===== config.mk =====
export PLATFORM = sky130hd
export DESIGN_NAME = morse_code_encoder_flat
export DESIGN_NICKNAME = d
export VERILOG_FILES = /design/src/mce_pkg.sv /design/src/mce_if.sv /design/src/mce_dur.sv /design/src/morse_code_encoder.sv /design/src/flat_wrapper.sv
export SDC_FILE = /design/constraint.sdc
export NUM_CORES = 1
export LEC_CHECK = 0
export ABC_CLOCK_PERIOD_IN_PS = 7200
export BUFFER_PORTS_ARGS = -buffer_cell sky130_fd_sc_hd__buf_4
export CAP_MARGIN = 20
export CORE_ASPECT_RATIO = 0.9
export CORE_MARGIN = 2
export CORE_UTILIZATION = 50
export DETAILED_ROUTE_END_ITERATION = 10
export GPL_TIMING_DRIVEN = 0
export PLACE_DENSITY = 0.85
export SETUP_SLACK_MARGIN = 0.05
export SYNTH_ARGS = -nofsm -noshare
export SYNTH_HDL_FRONTEND = slang
export SYNTH_HIERARCHICAL = 1
export SYNTH_SLANG_ARGS = --single-unit

===== constraint.sdc =====
create_clock -name i_clk -period 7.2 [get_ports i_clk]
set_input_delay 1.08 -clock i_clk [delete_from_list [all_inputs] [get_ports i_clk]]
set_output_delay 1.08 -clock i_clk [all_outputs]
set_load 0.02 [all_outputs]

===== src/mce_pkg.sv =====
// ----------------------------------------------------------------------------
// Morse code encoder package
// Types, register map, segment length codes and the International Morse table.
// ----------------------------------------------------------------------------
`default_nettype none

package mce_pkg;

    localparam int CHAR_W = 8;
    localparam int UNIT_W = 16;
    localparam int DUR_W  = 19;
    localparam int APB_AW = 3;
    localparam int APB_DW = 32;

    typedef logic [CHAR_W-1:0] t_char;
    typedef logic [UNIT_W-1:0] t_unit;
    typedef logic [DUR_W-1:0]  t_dur;

    // Register index, taken from the word address.
    localparam logic REG_UNIT_TICKS = 1'b0;

    localparam t_unit UNIT_TICKS_RST = 16'd200;

    // Segment length in units.
    typedef logic [1:0] t_mult;
    localparam t_mult MULT_1 = 2'd0;
    localparam t_mult MULT_3 = 2'd1;
    localparam t_mult MULT_7 = 2'd2;

    // One segment request from the sequencer to the duration unit.
    typedef struct packed {
        logic  light_on;
        t_mult mult;
        logic  last;
    } t_seg_req;

    // Decoded character. The pattern is left aligned: bit 4 is the first
    // element sent, and a set bit is a dash.
    typedef struct packed {
        logic       valid;
        logic       space;
        logic [2:0] len;
        logic [4:0] pat;
    } t_code;

    function automatic logic [7:0] letter_code(input logic [4:0] idx);
        logic [7:0] r;
        r = 8'h00;
        unique case (idx)
            5'd0:    r = {3'd2, 5'b01000};
            5'd1:    r = {3'd4, 5'b10000};
            5'd2:    r = {3'd4, 5'b10100};
            5'd3:    r = {3'd3, 5'b10000};
            5'd4:    r = {3'd1, 5'b00000};
            5'd5:    r = {3'd4, 5'b00100};
            5'd6:    r = {3'd3, 5'b11000};
            5'd7:    r = {3'd4, 5'b00000};
            5'd8:    r = {3'd2, 5'b00000};
            5'd9:    r = {3'd4, 5'b01110};
            5'd10:   r = {3'd3, 5'b10100};
            5'd11:   r = {3'd4, 5'b01000};
            5'd12:   r = {3'd2, 5'b11000};
            5'd13:   r = {3'd2, 5'b10000};
            5'd14:   r = {3'd3, 5'b11100};
            5'd15:   r = {3'd4, 5'b01100};
            5'd16:   r = {3'd4, 5'b11010};
            5'd17:   r = {3'd3, 5'b01000};
            5'd18:   r = {3'd3, 5'b00000};
            5'd19:   r = {3'd1, 5'b10000};
            5'd20:   r = {3'd3, 5'b00100};
            5'd21:   r = {3'd4, 5'b00010};
            5'd22:   r = {3'd3, 5'b01100};
            5'd23:   r = {3'd4, 5'b10010};
            5'd24:   r = {3'd4, 5'b10110};
            5'd25:   r = {3'd4, 5'b11000};
            default: r = 8'h00;
        endcase
        return r;
    endfunction

    function automatic logic [4:0] digit_pat(input logic [3:0] idx);
        logic [4:0] r;
        r = 5'b00000;
        unique case (idx)
            4'd0:    r = 5'b11111;
            4'd1:    r = 5'b01111;
            4'd2:    r = 5'b00111;
            4'd3:    r = 5'b00011;
            4'd4:    r = 5'b00001;
            4'd5:    r = 5'b00000;
            4'd6:    r = 5'b10000;
            4'd7:    r = 5'b11000;
            4'd8:    r = 5'b11100;
            4'd9:    r = 5'b11110;
            default: r = 5'b00000;
        endcase
        return r;
    endfunction

    function automatic t_code lookup(input t_char c);
        t_code      r;
        t_char      low;
        t_char      li;
        t_char      di;
        logic [7:0] lc;
        r   = '0;
        low = c | 8'h20;
        li  = low - 8'h61;
        di  = c - 8'h30;
        lc  = letter_code(li[4:0]);
        if (c == 8'h20 || (c >= 8'h09 && c <= 8'h0D)) begin
            r.space = 1'b1;
        end else if (c >= 8'h30 && c <= 8'h39) begin
            r.valid = 1'b1;
            r.len   = 3'd5;
            r.pat   = digit_pat(di[3:0]);
        end else if (low >= 8'h61 && low <= 8'h7A) begin
            r.valid = 1'b1;
            r.len   = lc[7:5];
            r.pat   = lc[4:0];
        end
        return r;
    endfunction

endpackage

`default_nettype wire


===== src/mce_if.sv =====
// ----------------------------------------------------------------------------
// Morse code encoder channel interfaces
// Valid/ready channels for input characters and output light segments.
// ----------------------------------------------------------------------------
`default_nettype none

interface mce_char_if;
    logic          valid;
    logic          ready;
    mce_pkg::t_char char_code;

    modport source (output valid, output char_code, input ready);
    modport sink   (input valid, input char_code, output ready);
endinterface

interface mce_seg_if;
    logic          valid;
    logic          ready;
    logic          light_on;
    mce_pkg::t_dur duration_ticks;
    logic          last_segment;

    modport source (output valid, output light_on, output duration_ticks,
                    output last_segment, input ready);
    modport sink   (input valid, input light_on, input duration_ticks,
                    input last_segment, output ready);
endinterface

`default_nettype wire


===== src/mce_dur.sv =====
// ----------------------------------------------------------------------------
// Morse segment duration unit
// Shared shift-and-add/subtract unit that forms unit_ticks times 1, 3 or 7.
// ----------------------------------------------------------------------------
`default_nettype none

module mce_dur (
    input  wire mce_pkg::t_unit i_unit,
    input  wire mce_pkg::t_mult i_mult,
    output mce_pkg::t_dur       o_dur
);
    import mce_pkg::*;

    t_dur base;
    t_dur u;
    logic sub;

    assign u = t_dur'(i_unit);

    // Three units is twice plus once, seven units is eight times minus once.
    always_comb begin
        base = '0;
        sub  = 1'b0;
        unique case (i_mult)
            MULT_1: base = '0;
            MULT_3: base = {u[DUR_W-2:0], 1'b0};
            MULT_7: begin
                base = {u[DUR_W-4:0], 3'b000};
                sub  = 1'b1;
            end
            default: base = '0;
        endcase
    end

    assign o_dur = sub ? (base - u) : (base + u);

endmodule

`default_nettype wire


===== src/morse_code_encoder.sv =====
// Once a character is accepted, the sequencer enters its run state and then loads the
// first segment into the output registers. A letter or digit of n elements gives 2n
// segments, one per cycle while the sink takes them; the next character can be accepted
// in the cycle after the last segment is loaded. Ignored codes give no segments. The
// sequencer forms one segment length per unstalled cycle on the shared duration unit.
// Reset is synchronous: the sequencer goes idle, no segment is valid, unit_ticks is 200.
// ----------------------------------------------------------------------------
// Morse code encoder
// Turns ASCII characters into timed on/off light segments.
// ----------------------------------------------------------------------------
`default_nettype none

module morse_code_encoder (
    input  wire                          i_clk,
    input  wire                          i_rst_n,
    mce_char_if.sink                     i_char,
    mce_seg_if.source                    o_seg,
    input  wire                          psel,
    input  wire                          penable,
    input  wire                          pwrite,
    input  wire [mce_pkg::APB_AW-1:0]    paddr,
    input  wire [mce_pkg::APB_DW-1:0]    pwdata,
    output logic [mce_pkg::APB_DW-1:0]   prdata,
    output logic                         pready
);
    import mce_pkg::*;

    localparam logic S_IDLE = 1'b0;
    localparam logic S_RUN  = 1'b1;

    logic       r_state;
    t_unit      r_unit;
    logic       r_ws;
    logic [2:0] r_len_m1;
    logic [4:0] r_pat;
    logic [3:0] r_seg;

    logic       r_out_valid;
    logic       r_light_on;
    t_dur       r_dur;
    logic       r_last;

    t_code      code;
    t_seg_req   req;
    t_dur       dur;
    logic       accept;
    logic       advance;
    logic [2:0] elem;

    // Configuration port.
    assign pready = 1'b1;
    assign prdata = (paddr[2] == REG_UNIT_TICKS) ? APB_DW'(r_unit) : '0;

    always_ff @(posedge i_clk) begin
        if (!i_rst_n) begin
            r_unit <= UNIT_TICKS_RST;
        end else if (psel && penable && pwrite && pready &&
                     paddr[2] == REG_UNIT_TICKS) begin
            r_unit <= pwdata[UNIT_W-1:0];
        end
    end

    assign i_char.ready = (r_state == S_IDLE);
    assign accept       = i_char.valid && i_char.ready;
    assign code         = lookup(i_char.char_code);
    assign advance      = (r_state == S_RUN) && (!r_out_valid || o_seg.ready);
    assign elem         = r_seg[3:1];

    // Even segments are elements, odd ones are the gaps after them; the gap after the
    // final element closes the character. Whitespace is one closing seven-unit gap.
    always_comb begin
        req = '0;
        if (r_ws) begin
            req.mult = MULT_7;
            req.last = 1'b1;
        end else if (!r_seg[0]) begin
            req.light_on = 1'b1;
            req.mult     = r_pat[3'd4 - elem] ? MULT_3 : MULT_1;
        end else if (elem == r_len_m1) begin
            req.mult = MULT_3;
            req.last = 1'b1;
        end else begin
            req.mult = MULT_1;
        end
    end

    mce_dur u_dur (
        .i_unit (r_unit),
        .i_mult (req.mult),
        .o_dur  (dur)
    );

    always_ff @(posedge i_clk) begin
        if (!i_rst_n) begin
            r_state     <= S_IDLE;
            r_out_valid <= 1'b0;
        end else begin
            unique case (r_state)
                S_IDLE: begin
                    if (accept && (code.valid || code.space)) begin
                        r_state <= S_RUN;
                    end
                end
                S_RUN: begin
                    if (advance && req.last) begin
                        r_state <= S_IDLE;
                    end
                end
                default: r_state <= S_IDLE;
            endcase
            if (advance) begin
                r_out_valid <= 1'b1;
            end else if (o_seg.ready) begin
                r_out_valid <= 1'b0;
            end
        end
    end

    always_ff @(posedge i_clk) begin
        if (accept) begin
            r_ws     <= code.space;
            r_len_m1 <= code.len - 3'd1;
            r_pat    <= code.pat;
            r_seg    <= '0;
        end else if (advance) begin
            r_seg    <= r_seg + 4'd1;
        end
        if (advance) begin
            r_light_on <= req.light_on;
            r_dur      <= dur;
            r_last     <= req.last;
        end
    end

    assign o_seg.valid          = r_out_valid;
    assign o_seg.light_on       = r_light_on;
    assign o_seg.duration_ticks = r_dur;
    assign o_seg.last_segment   = r_last;

endmodule

`default_nettype wire


===== src/flat_wrapper.sv =====
// flat-port wrapper written by rule: the top's interface ports become plain ports
module morse_code_encoder_flat import mce_pkg::*;
  (i_clk, i_rst_n, psel, penable, pwrite, paddr, pwdata, prdata, pready, i_char_valid, i_char_char_code, i_char_ready, o_seg_valid, o_seg_light_on, o_seg_duration_ticks, o_seg_last_segment, o_seg_ready);
  mce_char_if i_char_i ();
  mce_seg_if o_seg_i ();
  input  wire i_clk;
  input  wire i_rst_n;
  input  wire psel;
  input  wire penable;
  input  wire pwrite;
  input  wire [mce_pkg::APB_AW-1:0] paddr;
  input  wire [mce_pkg::APB_DW-1:0] pwdata;
  output logic [mce_pkg::APB_DW-1:0] prdata;
  output logic pready;
  input wire logic [$bits(i_char_i.valid)-1:0] i_char_valid;
  input wire logic [$bits(i_char_i.char_code)-1:0] i_char_char_code;
  output wire logic [$bits(i_char_i.ready)-1:0] i_char_ready;
  output wire logic [$bits(o_seg_i.valid)-1:0] o_seg_valid;
  output wire logic [$bits(o_seg_i.light_on)-1:0] o_seg_light_on;
  output wire logic [$bits(o_seg_i.duration_ticks)-1:0] o_seg_duration_ticks;
  output wire logic [$bits(o_seg_i.last_segment)-1:0] o_seg_last_segment;
  input wire logic [$bits(o_seg_i.ready)-1:0] o_seg_ready;
  assign i_char_i.valid = i_char_valid;
  assign i_char_i.char_code = i_char_char_code;
  assign i_char_ready = i_char_i.ready;
  assign o_seg_valid = o_seg_i.valid;
  assign o_seg_light_on = o_seg_i.light_on;
  assign o_seg_duration_ticks = o_seg_i.duration_ticks;
  assign o_seg_last_segment = o_seg_i.last_segment;
  assign o_seg_i.ready = o_seg_ready;
  morse_code_encoder u_core (.i_clk(i_clk), .i_rst_n(i_rst_n), .i_char(i_char_i), .o_seg(o_seg_i), .psel(psel), .penable(penable), .pwrite(pwrite), .paddr(paddr), .pwdata(pwdata), .prdata(prdata), .pready(pready));
endmodule

==> results of run 1 <==
## synthesized netlist by cell type (all sizes together) (3+ instances only)
| cell | instances | area [um^2] |
|---|---|---|
| xnor2 | 33 | 315 |
| a31o | 4 | 35.0 |
| nand2b | 12 | 75.1 |
| clkbuf | 19 | 72.6 |
| and2 | 7 | 43.8 |
| a21oi | 42 | 210 |
| buf | 37 | 253 |
| nand4 | 4 | 25.0 |
| mux2i | 7 | 70.1 |
| nor4 | 3 | 18.8 |
| a2bb2oi | 3 | 26.3 |
| o311a | 3 | 30.0 |
| a21o | 7 | 52.6 |
| nor3b | 4 | 35.0 |
| or2 | 3 | 18.8 |
| a31oi | 3 | 18.8 |
| o32ai | 3 | 33.8 |
| o211ai | 9 | 67.6 |
| nor3 | 8 | 62.6 |
| nor2 | 46 | 173 |
| a21boi | 18 | 135 |
| dfxtp | 22 | 440 |
| o21a | 3 | 22.5 |
| ha | 31 | 388 |
| nand3 | 10 | 50.1 |
| a22o | 15 | 134 |
| inv | 20 | 75.1 |
| edfxtp | 30 | 901 |
| nor4b | 3 | 26.3 |
| o21ai | 19 | 95.1 |
| and3 | 4 | 25.0 |
| a211oi | 8 | 65.1 |
| nand2 | 53 | 199 |
| o22ai | 5 | 31.3 |
| nor2b | 29 | 181 |
| xor2 | 4 | 35.0 |
| a311oi | 5 | 43.8 |
## tightest hold or removal path: cells and delay by family (launching register included)
| kind | cells | cell delay, ns |
|---|---|---|
| simple gates | 1 | 0.05 |
| compound gates | 1 | 0.07 |
| flops | 1 | 0.33 |
## registers in the layout, summed over array words and instances, names as in the netlist
name,flops
u_core/o_seg.duration_ticks,19
u_core/o_seg.last_segment,1
u_core/o_seg.light_on,1
u_core/o_seg.valid,1
u_core/r_len_m1,3
u_core/r_pat,5
u_core/r_seg,4
u_core/r_state,1
u_core/r_unit,16
u_core/r_ws,1
## per-stage QoR
step	util, %	hold slack [ns]
floorplan	-	0.442
global placement	58.8	0.472
detailed placement	59.0	0.484
CTS	60.3	0.497
global route	60.3	0.525
finish	60.3	0.493
## worst min path at each step
| stage | to | slack (ns) | cells past startpoint |
|---|---|---|---|
| 2_1_floorplan | u_core/r_unit[9] | 0.44 | 2 |
| 3_3_place_gp | u_core/r_unit[14] | 0.47 | 2 |
| 3_5_place_dp | u_core/r_unit[14] | 0.48 | 2 |
| 4_1_cts | u_core/r_unit[14] | 0.50 | 2 |
| 5_1_grt | u_core/r_unit[9] | 0.53 | 2 |
| 6_report | u_core/r_unit[14] | 0.49 | 2 |
## logic make-up (layout without fill, tap and decap cells)
| group | Yosys count | count (layout) | synth area share (%) |
|---|---|---|---|
| other cells | 2 | 17 | 0.152 |
| compound gates | 176 | 176 | 25.7 |
| fa+ha+maj | 31 | 31 | 7.87 |
| xor+xnor | 37 | 37 | 7.11 |
| flops | 52 | 52 | 27.2 |
| buf+inv | 76 | 154 | 8.13 |
| simple gates | 200 | 200 | 21.7 |
| mux | 9 | 9 | 2.11 |
## layer usage
| metal | up-vias | part of all wire (%) | track usage, % |
|---|---|---|---|
| li1 | 2273 | - | - |
| met1 | 2204 | 43 | 34.1 |
| met2 | 268 | 46 | 39.2 |
| met3 | 39 | 8.6 | 3.67 |
| met4 | 0 | 2.3 | 8.88 |
| met5 | - | 0 | 0 |
## where the power goes
group / internal [W] / total (W) / switching, W
Combinational: 0.000115 / 0.000271 / 0.000156
Clock: 0.000111 / 0.000209 / 0.0000974
Sequential: 0.000333 / 0.000342 / 0.00000941
Total: 0.000559 / 0.000822 / 0.000262
## final cells by class
cell class	instances	share of cell area, %
sequential	52	23.1
inverter	20	1.30
buffer	56	5.61
multi-input combinational	470	55.9
tap	126	2.72
clock buffer	8	2.12
timing repair buffer	70	9.20
==> out/results.md, run 1 <==
| Step | Metric | This run |
|---|---|---|
| setup path | Number of buffers and inverters on the critical path | 4 |
| final layout | Fraction of final layout cells sized beyond drive strength 1 | 21.0% |
| synthesis | EDFF count, synth | 30 |
| place | Area after detailed placement | 5670 um^2 |
| final layout | Number of fill cells | 867 |
| final layout | Count of inserted antenna diode cells | 0 |
| detailed routing | Total wire length after detailed routing | 13,400 um |
| setup path | Data arrival time of the critical path | 4.95 ns |
| timing | Worst Setup Slack, final | 2.30 ns |
| setup path | Maximum net fanout on the critical path | 10 |
| final layout | Top library cells by usage in the layout, fill and taps aside | sky130_fd_sc_hd__buf_4, sky130_fd_sc_hd__nand2_1, sky130_fd_sc_hd__nor2_1 |
| setup path | Capturing element of the worst setup path | u_core/o_seg.duration_ticks[15] |
| final layout | Area growth from synthesis to final layout | 17.7% |
| place | Port-buffer cells | 69 |
| setup path | Crit path depth | 19 |
| power and ir drop | Total power after layout | 0.000822 W |
| setup path | Crit path max-delay cell type | sky130_fd_sc_hd__dfxtp_1 |
| synthesis | Area of the mapped netlist | 4930 um^2 |
| timing | Transition time of the tightest slew-check pin | 0.693 ns |
| detailed routing | Pre-Repair DR Iteration Count | 5 |
| cts | Max Root-Sink Buffers | 2 |
| floorplan | Die Span Y | 98.2 um |
| cts | H-tree depth reported by CTS | 2 |
| setup path | CP Capture Type | flop |
| synthesis | Yosys reg bits | 52 |
| final layout | Area taken by multi-input logic gates | 3240 um^2 |
| cts | Post-cts repair resize count | 0 |
| cts | Skew-Pair Late Insertion Delay | 0.31 ns |
| final layout | FF/Latch Area | 1340 um^2 |
| floorplan | Initial core utilization | 51.2% |
| power and ir drop | Static Leak | 2.37 nW |
| cts | CTS tree | done |
| cts | Count of clock tree sinks | 52 |
| status | Status | finished clean |
| cts | Postcts setup bufs | 0 |
| floorplan | Die extent in x | 109 um |
| global routing | Number of global-route vias before repair | 4,437 |
| setup path | Endpoint of the worst-slack reg-to-reg timing path | u_core/o_seg.duration_ticks[15] |
| timing | Clock period minus final worst setup slack | 4.90 ns |
| power and ir drop | P per Cell Area | 142 nW/um^2 |
| floorplan | Die area | 10,700 um^2 |
| power and ir drop | Max IR drop VDD | 0.0774 mV |
| synthesis | Asr flop ratio synth | 0% |
| setup path | Most common cell on crit path | sky130_fd_sc_hd__ha_1 |
| global routing | Initial antenna violation count | 0 |
| timing | Final count of pins violating max slew | 0 |
| detailed routing | Average wire length per cell after detail routing | 16.7 um |
| floorplan | # IOs | 106 |
| min path | Type of the most critical hold path | flop to flop |
| timing | Relative max-transition margin | 53.8% |
| place | Total instance count after detailed placement | 794 |
| timing | Setup violations, final | 0 |
| timing | Setup total negative slack | 0 ns |
| global routing | Wire length of the first global-routing pass | 21,400 um |
| cts | Hold bufs inserted after CTS | 0 |
| final layout | Post-Layout Inst Area | 5800 um^2 |
| synthesis | Synth cell types | 87 |
| job | Max-cap check violation count | 0 |
| final layout | Commonest non-fill, non-tap cell in the layout | sky130_fd_sc_hd__buf_4 |
| final layout | Layout Cells excl Fill | 802 |
| detailed routing | Vias/cell | 5.97 |
| place | Final weighted congestion in routability-driven placement | 0.986 |
| min path | Critical hold path startpoint | u_core/r_unit[14] |
| detailed routing | Number of vias in the routed layout | 4,784 |
| setup path | Critical-path cell list | inv_1 > ha_1 > nor4b_1 > a21oi_1 > o21a_1 > nor2_1 > inv_1 > ha_1 > nor2b_1 > clkbuf_1 > clkbuf_1 > and2_1 > ha_1 > nor2b_1 > o31a_1 > o31ai_2 > o31a_1 > mux2i_1 > o2111ai_1 |
| place | Worst Setup Slack post-DPL | 2.36 ns |
| floorplan | Floorplan Core Area | 9610 um^2 |
| synthesis | Synthesized area per cell | 8.45 um^2 |
| final layout | Net count of the finished layout | 756 |
| cts | Clk pin slew, worst setup/hold paths | 0.10 ns |
| setup path | Worst EP required | 7.25 ns |
| timing | Fmax | 204 MHz |
| setup path | Critical Path Max Stage Delay | 0.48 ns |
| timing | Setup repair after global routing missed its margin | no |
| floorplan | Number of standard-cell rows in the floorplan | 34 |
| detailed routing | DR DRC count | 0 |
| timing | Share of the clock period used by the worst path after layout | 68.1% |
| setup path | Worst setup slack for register-to-register paths | 2.30 ns |
| synthesis | Proportion of synthesized chip area in sequential cells | 27.2% |
| synthesis | Post-synth top flop | sky130_fd_sc_hd__edfxtp_1 |
| detailed routing | Count of routing violations after the opening detailed-route iteration | 361 |
| setup path | Crit path launch | u_core/r_seg[1] |
| place | Final HPWL from detailed placement | 10,100 um |
| setup path | Launching point of the worst reg2reg path | u_core/r_seg[1] |
| cts | TritonCTS Buffers | 5 |
| synthesis | Count of synthesis-stage warnings from yosys | 6 |
| setup path | Category of cells accounting for the largest share of critical-path delay | compound AO/OA/AOI/OAI gates |
| setup path | FF-to-FF path depth | 19 |
| global routing | Largest net degree at the start of global routing | 18 |
| cts | CTS root buffer | sky130_fd_sc_hd__clkbuf_8 |
| global routing | Remaining Overflow, GRT | 0 |
| detailed routing | Count of antenna-violating nets left after detailed routing | 0 |
| setup path | Category of the worst setup path launch point | flop |
| timing | Worst clock skew | 0.0158 ns |
| timing | Count of final hold-check violations | 0 |
| synthesis | Synthesized instance count | 583 |
| setup path | Category of the critical setup timing path | flop to flop |
| global routing | Global routing usage summed across all routing layers | 24.7% |
(Power assumes the default switching activity.)
==> inputs of run 2 (changes only) <==
- ABC_CLOCK_PERIOD_IN_PS: 7200 -> 5100
- clock period: 7.2 -> 5.1 ns (I/O delays scaled with it)
==> out/results.md, run 2 (synthesis gave the netlist of run 1 again) <==
| Step | Metric | This run |
|---|---|---|
| final layout | Count of inserted antenna diode cells | 0 |
| global routing | Largest net degree at the start of global routing | 18 |
| detailed routing | Pre-Repair DR Iteration Count | 5 |
| timing | Worst clock skew | 0.0147 ns |
| global routing | Global routing usage summed across all routing layers | 24.7% |
| timing | Fmax | 214 MHz |
| final layout | Top library cells by usage in the layout, fill and taps aside | sky130_fd_sc_hd__buf_4, sky130_fd_sc_hd__nand2_1, sky130_fd_sc_hd__nor2_1 |
| cts | Clk pin slew, worst setup/hold paths | 0.10 ns |
| setup path | FF-to-FF path depth | 18 |
| final layout | Net count of the finished layout | 756 |
| detailed routing | Vias/cell | 5.96 |
| floorplan | Initial core utilization | 51.2% |
| final layout | Number of fill cells | 861 |
| cts | TritonCTS Buffers | 5 |
| timing | Worst Setup Slack, final | 0.430 ns |
| floorplan | Die area | 10,700 um^2 |
| cts | CTS root buffer | sky130_fd_sc_hd__clkbuf_8 |
| detailed routing | Average wire length per cell after detail routing | 16.7 um |
| timing | Final count of pins violating max slew | 0 |
| final layout | Layout Cells excl Fill | 802 |
| place | Total instance count after detailed placement | 794 |
| place | Final weighted congestion in routability-driven placement | 0.986 |
| cts | Skew-Pair Late Insertion Delay | 0.31 ns |
| power and ir drop | Total power after layout | 0.00116 W |
| power and ir drop | Static Leak | 2.38 nW |
| floorplan | Number of standard-cell rows in the floorplan | 34 |
| detailed routing | Total wire length after detailed routing | 13,400 um |
| timing | Setup total negative slack | 0 ns |
| power and ir drop | P per Cell Area | 200 nW/um^2 |
| setup path | Worst setup slack for register-to-register paths | 0.43 ns |
| setup path | Crit path launch | u_core/r_seg[1] |
| place | Worst Setup Slack post-DPL | 0.260 ns |
| floorplan | Die Span Y | 98.2 um |
| setup path | Category of the worst setup path launch point | flop |
| cts | Count of clock tree sinks | 52 |
| timing | Transition time of the tightest slew-check pin | 0.691 ns |
| timing | Clock period minus final worst setup slack | 4.67 ns |
| setup path | Capturing element of the worst setup path | u_core/o_seg.duration_ticks[15] |
| status | Status | finished clean |
| final layout | Fraction of final layout cells sized beyond drive strength 1 | 21.3% |
| setup path | Worst EP required | 5.15 ns |
| power and ir drop | Max IR drop VDD | 0.110 mV |
| detailed routing | Number of vias in the routed layout | 4,781 |
| detailed routing | Count of routing violations after the opening detailed-route iteration | 359 |
| timing | Setup violations, final | 0 |
| final layout | Area growth from synthesis to final layout | 17.9% |
| place | Final HPWL from detailed placement | 10,100 um |
| job | Max-cap check violation count | 0 |
| timing | Relative max-transition margin | 53.9% |
| cts | H-tree depth reported by CTS | 2 |
| global routing | Initial antenna violation count | 0 |
| setup path | CP Capture Type | flop |
| floorplan | Die extent in x | 109 um |
| floorplan | # IOs | 106 |
| min path | Type of the most critical hold path | flop to flop |
| floorplan | Floorplan Core Area | 9610 um^2 |
| setup path | Data arrival time of the critical path | 4.72 ns |
| setup path | Category of the critical setup timing path | flop to flop |
| cts | CTS tree | done |
| detailed routing | DR DRC count | 0 |
| place | Area after detailed placement | 5670 um^2 |
| cts | Max Root-Sink Buffers | 2 |
| detailed routing | Count of antenna-violating nets left after detailed routing | 0 |
| global routing | Wire length of the first global-routing pass | 21,400 um |
| setup path | Maximum net fanout on the critical path | 10 |
| final layout | Commonest non-fill, non-tap cell in the layout | sky130_fd_sc_hd__buf_4 |
| final layout | Flip-flop count of the largest register, all copies and words added | 19 |
| timing | Count of final hold-check violations | 0 |
| global routing | Remaining Overflow, GRT | 0 |
| place | Port-buffer cells | 69 |
| setup path | Launching point of the worst reg2reg path | u_core/r_seg[1] |
| final layout | Post-Layout Inst Area | 5810 um^2 |
| timing | Setup repair after global routing missed its margin | yes |
| timing | Share of the clock period used by the worst path after layout | 91.6% |
| setup path | Endpoint of the worst-slack reg-to-reg timing path | u_core/o_seg.duration_ticks[15] |
| min path | Critical hold path startpoint | u_core/r_unit[14] |
| global routing | Number of global-route vias before repair | 4,437 |
[run 2: cell counts in the layout (fill, tap and decap cells not counted)]
Identical to the previous run, type by type.
[run 2: power by group]
part | internal (W) | switching, W
clock | 0.000157 | 0.000137
combinational | 0.000163 | 0.000221
sequential | 0.000470 | 0.0000133
[run 2: worst min-delay path by stage]
stage                              to  slack, ns  cells after the start
finish              u_core/r_unit[14]       0.49                      2
global route         u_core/r_unit[9]       0.53                      2
CTS                 u_core/r_unit[14]       0.50                      2
detailed placement  u_core/r_unit[14]       0.48                      2
global placement    u_core/r_unit[14]       0.47                      2
floorplan            u_core/r_unit[9]       0.44                      2
[run 2: per-stage QoR]
| step | hold WS, ns | utilization [%] |
|---|---|---|
| floorplan | 0.442 | - |
| global placement | 0.472 | 58.8 |
| detailed placement | 0.484 | 59.0 |
| CTS | 0.497 | 60.3 |
| global route | 0.525 | 60.4 |
| finish | 0.495 | 60.4 |
[run 2: repair_timing]
action                                  in CTS  in global routing
resized for setup                            0                  5
setup buffers                                0                  0
hold buffers                                 0                  0
endpoints found under the setup margin       0                  6
[run 2: worst max-delay path, cell delays in order (launching register included)]
cell and delay, ns:
sky130_fd_sc_hd__dfxtp_1 0.48, sky130_fd_sc_hd__inv_1 0.10, sky130_fd_sc_hd__ha_1 0.34, sky130_fd_sc_hd__mux4_2 0.29
sky130_fd_sc_hd__a21oi_1 0.18, sky130_fd_sc_hd__o21a_1 0.13, sky130_fd_sc_hd__nor2_1 0.05, sky130_fd_sc_hd__inv_1 0.06
sky130_fd_sc_hd__ha_1 0.30, sky130_fd_sc_hd__buf_6 0.19, sky130_fd_sc_hd__clkbuf_1 0.36, sky130_fd_sc_hd__mux2i_1 0.30
sky130_fd_sc_hd__ha_1 0.29, sky130_fd_sc_hd__nor2b_1 0.16, sky130_fd_sc_hd__o31a_1 0.31, sky130_fd_sc_hd__o31ai_4 0.28
sky130_fd_sc_hd__o31a_1 0.24, sky130_fd_sc_hd__mux2i_1 0.21, sky130_fd_sc_hd__o2111ai_1 0.15
[run 2: per-layer routing]
layer / GRT usage (%) / wire length, um
met1: 34.1 / 5720
met2: 39.2 / 6200
met3: 3.67 / 1130
met4: 8.88 / 340
met5: 0 / 0
[run 2: cell type report]
class | instances | area (um^2) | share of cell area, %
plain buffers | 56 | 328 | 5.65
repair buffers | 70 | 533 | 9.18
clock buffers | 8 | 123 | 2.11
multi-input cells | 470 | 3250 | 56.0
inverters | 20 | 75.1 | 1.29
well taps | 126 | 158 | 2.71
flip-flops and latches | 52 | 1340 | 23.1
==> inputs of run 3 (changes only) <==
- PLACE_DENSITY: 0.85 -> 0.87
- SYNTH_HIERARCHICAL: 1 -> default
==> out/results.md, run 3 <==
| Step | Metric | This run |
|---|---|---|
| status | Status | finished clean |
| timing | Relative max-transition margin | 45.0% |
| floorplan | # IOs | 106 |
| timing | Setup repair after global routing missed its margin | no |
| cts | Max Root-Sink Buffers | 2 |
| timing | Fmax | 217 MHz |
| place | Final HPWL from detailed placement | 8010 um |
| final layout | Net count of the finished layout | 678 |
| power and ir drop | Register share of total power | 45.8% |
| setup path | Worst EP required | 5.16 ns |
| synthesis | Share of the synthesized area in the top cell type | 21.0% |
| global routing | Global routing usage summed across all routing layers | 22.7% |
| final layout | FF/Latch Area | 1340 um^2 |
| detailed routing | DR DRC count | 0 |
| power and ir drop | Total power after layout | 0.00105 W |
| setup path | Launching point of the worst reg2reg path | u_core.r_seg[1] |
| cts | CTS tree | done |
| synthesis | Yosys reg bits | 52 |
| synthesis | Synthesized area per cell | 8.47 um^2 |
| cts | Clk pin slew, worst setup/hold paths | 0.10 ns |
| timing | Worst hold slack | 0.477 ns |
| final layout | Post-Layout Inst Area | 5130 um^2 |
| synthesis | Count of synthesis-stage warnings from yosys | 0 |
| synthesis | Synth cell types | 61 |
| global routing | Initial antenna violation count | 0 |
| min path | Type of the most critical hold path | flop to flop |
| global routing | Number of global-route vias before repair | 3,710 |
| synthesis | Dominant cells by area after synthesis | sky130_fd_sc_hd__edfxtp_1, sky130_fd_sc_hd__dfxtp_1, sky130_fd_sc_hd__ha_1 |
| floorplan | Die Span Y | 91.9 um |
| synthesis | Synthesized instance count | 507 |
| detailed routing | Count of antenna-violating nets left after detailed routing | 0 |
| timing | Transition time of the tightest slew-check pin | 0.820 ns |
| place | Final weighted congestion in routability-driven placement | 0.917 |
| job | Max-cap check violation count | 0 |
| detailed routing | Vias/cell | 5.58 |
| power and ir drop | Net switching share of the total power | 32.7% |
| synthesis | Cell taking the most area after synthesis | sky130_fd_sc_hd__edfxtp_1 |
| final layout | Top library cells by usage in the layout, fill and taps aside | sky130_fd_sc_hd__buf_4, sky130_fd_sc_hd__nand2_1, sky130_fd_sc_hd__nor2_1 |
| final layout | Fraction of final layout cells sized beyond drive strength 1 | 19.8% |
| setup path | Data arrival time of the critical path | 4.67 ns |
| synthesis | Proportion of synthesized chip area in sequential cells | 31.2% |
| timing | Clock period minus final worst setup slack | 4.60 ns |
| place | Worst Setup Slack post-DPL | 0.705 ns |
| place | Area after detailed placement | 5030 um^2 |
| final layout | Commonest non-fill, non-tap cell in the layout | sky130_fd_sc_hd__buf_4 |
| place | Port-buffer cells | 69 |
| detailed routing | Average wire length per cell after detail routing | 14.5 um |
| synthesis | Post-synth top flop | sky130_fd_sc_hd__edfxtp_1 |
| setup path | Crit path launch | u_core.r_seg[1] |
| global routing | Remaining Overflow, GRT | 0 |
| timing | Final count of pins violating max slew | 0 |
| timing | Worst clock skew | 0.0118 ns |
| floorplan | Initial core utilization | 50.8% |
| floorplan | Floorplan Core Area | 8450 um^2 |
| cts | Post-cts repair resize count | 0 |
| detailed routing | Pre-Repair DR Iteration Count | 5 |
| floorplan | Die area | 9350 um^2 |
| timing | Share of the clock period used by the worst path after layout | 90.3% |
| timing | Count of final hold-check violations | 0 |
| cts | Postcts setup bufs | 0 |
| global routing | Wire length of the first global-routing pass | 17,200 um |
| synthesis | Asr flop ratio synth | 0% |
| power and ir drop | Max IR drop VDD | 0.131 mV |
| power and ir drop | Clock power frac | 23.7% |
| timing | Setup total negative slack | 0 ns |
| setup path | Maximum net fanout on the critical path | 10 |
| cts | CTS root buffer | sky130_fd_sc_hd__clkbuf_8 |
| synthesis | Commonest cells in the netlist | sky130_fd_sc_hd__nand2_1, sky130_fd_sc_hd__nor2_1, sky130_fd_sc_hd__a21oi_1, sky130_fd_sc_hd__xnor2_1, sky130_fd_sc_hd__edfxtp_1 |
| power and ir drop | Sw Pwr | 0.000343 W |
| timing | Setup violations, final | 0 |
| setup path | Category of the critical setup timing path | flop to flop |
| cts | TritonCTS Buffers | 5 |
| synthesis | EDFF count, synth | 30 |
| detailed routing | Count of routing violations after the opening detailed-route iteration | 202 |
| cts | Hold bufs inserted after CTS | 0 |
| detailed routing | Total wire length after detailed routing | 10,400 um |
| floorplan | Number of standard-cell rows in the floorplan | 32 |
| final layout | Flip-flop count of the largest register, all copies and words added | 19 |
| global routing | Largest net degree at the start of global routing | 20 |
| final layout | Number of fill cells | 735 |
| synthesis | Area of the mapped netlist | 4300 um^2 |
| final layout | Count of inserted antenna diode cells | 0 |
| power and ir drop | Static Leak | 2.13 nW |
| cts | Skew-Pair Late Insertion Delay | 0.32 ns |
| cts | Count of clock tree sinks | 52 |
| synthesis | Most numerous cell in the Yosys netlist | sky130_fd_sc_hd__nand2_1 |
| detailed routing | Number of vias in the routed layout | 4,013 |
| setup path | Category of the worst setup path launch point | flop |
| timing | Worst Setup Slack, final | 0.496 ns |
| setup path | CP Capture Type | flop |
| power and ir drop | Cell Int Power | 0.000707 W |
| cts | H-tree depth reported by CTS | 2 |
| final layout | Area growth from synthesis to final layout | 19.4% |
| final layout | Area taken by multi-input logic gates | 2660 um^2 |
| power and ir drop | Combinational cell fraction of total power | 30.5% |
| min path | Critical hold path startpoint | u_core.r_unit[0] |
| floorplan | Die extent in x | 102 um |
| power and ir drop | P per Cell Area | 205 nW/um^2 |
[run 3: cell count changes in the layout (fill, tap and decap cells not counted), sizes merged, moves of 6 or more]
cell    before  now
a21oi       42   35
nor2b       29   15
buf        107  101
nand2b      12    5
xor2         4   10
[run 3: stage by stage]
step / utilization [%] / std cells
6_report: 60.7 / 719
5_1_grt: 60.7 / 719
4_1_cts: 60.7 / 719
3_5_place_dp: 59.6 / 711
3_3_place_gp: 59.4 / 710
2_1_floorplan: - / 522
[run 3: final cells by class]
| cell class | count | share of cell area, % |
|---|---|---|
| multi-input combinational | 402 | 51.8 |
| timing repair buffer | 70 | 10.4 |
| tap | 119 | 2.90 |
| inverter | 20 | 1.46 |
| clock buffer | 5 | 1.34 |
| sequential | 52 | 26.2 |
| buffer | 48 | 5.39 |
| clock inverter | 3 | 0.512 |
[run 3: cells by family (layout without fill, tap and decap cells)]
group	count (synthesis)	count (layout)	synth area share, %
and+or+nand+nor	166	166	19.3
other	2	17	0.175
muxes	6	6	1.75
DFF	52	52	31.2
buffers and inverters	68	146	8.19
AOI/OAI and AO/OA	143	143	22.5
xor gates and xnor gates	41	41	8.36
adders and majority gates	29	29	8.45
[run 3: worst paths after layout]
path / slack (ns) / endpoint / cells after the start
setup / recovery: 0.50 / u_core.o_seg.duration_ticks[17] / 16
hold / removal: 0.48 / u_core.o_seg.duration_ticks[0] / 0
setup reg to reg: 0.50 / u_core.o_seg.duration_ticks[17] / 16
hold reg to reg: 0.48 / u_core.o_seg.duration_ticks[0] / 0
[run 3: layer usage]
metal / global-route usage (%) / share of wire, % / vias up
met4: 9.12 / 2.4 / 0
met1: 29.0 / 43 / 1875
met2: 38.8 / 49 / 153
met5: 0 / 0 / -
li1: - / - / 1960
met3: 2.36 / 5.2 / 25
[run 3: power by group through the flow]
| stage | Combinational, W | Sequential (W) | Clock, W |
|---|---|---|---|
| final | 0.000320 | 0.000480 | 0.000249 |
| after global routing | 0.000351 | 0.000482 | 0.000271 |
| after CTS | 0.000316 | 0.000480 | 0.000253 |
| after detailed placement | 0.000313 | 0.000490 | 0 |
| after global placement | 0.000305 | 0.000489 | 0 |
| after floorplan | 0.000218 | 0.000498 | 0 |
[run 3: critical path: stages, from the launching register on]
cell	delay (ns)
sky130_fd_sc_hd__dfxtp_1	0.50
sky130_fd_sc_hd__inv_1	0.11
sky130_fd_sc_hd__ha_1	0.35
sky130_fd_sc_hd__nor4b_1	0.48
sky130_fd_sc_hd__a21oi_1	0.15
sky130_fd_sc_hd__o21ai_0	0.11
sky130_fd_sc_hd__o21ai_0	0.16
sky130_fd_sc_hd__a21oi_2	0.35
sky130_fd_sc_hd__buf_2	0.27
sky130_fd_sc_hd__and2_1	0.15
sky130_fd_sc_hd__ha_1	0.24
sky130_fd_sc_hd__nor2b_1	0.15
sky130_fd_sc_hd__o31a_1	0.30
sky130_fd_sc_hd__o311ai_0	0.46
sky130_fd_sc_hd__a31o_2	0.29
sky130_fd_sc_hd__o21ai_0	0.12
sky130_fd_sc_hd__xor2_1	0.16
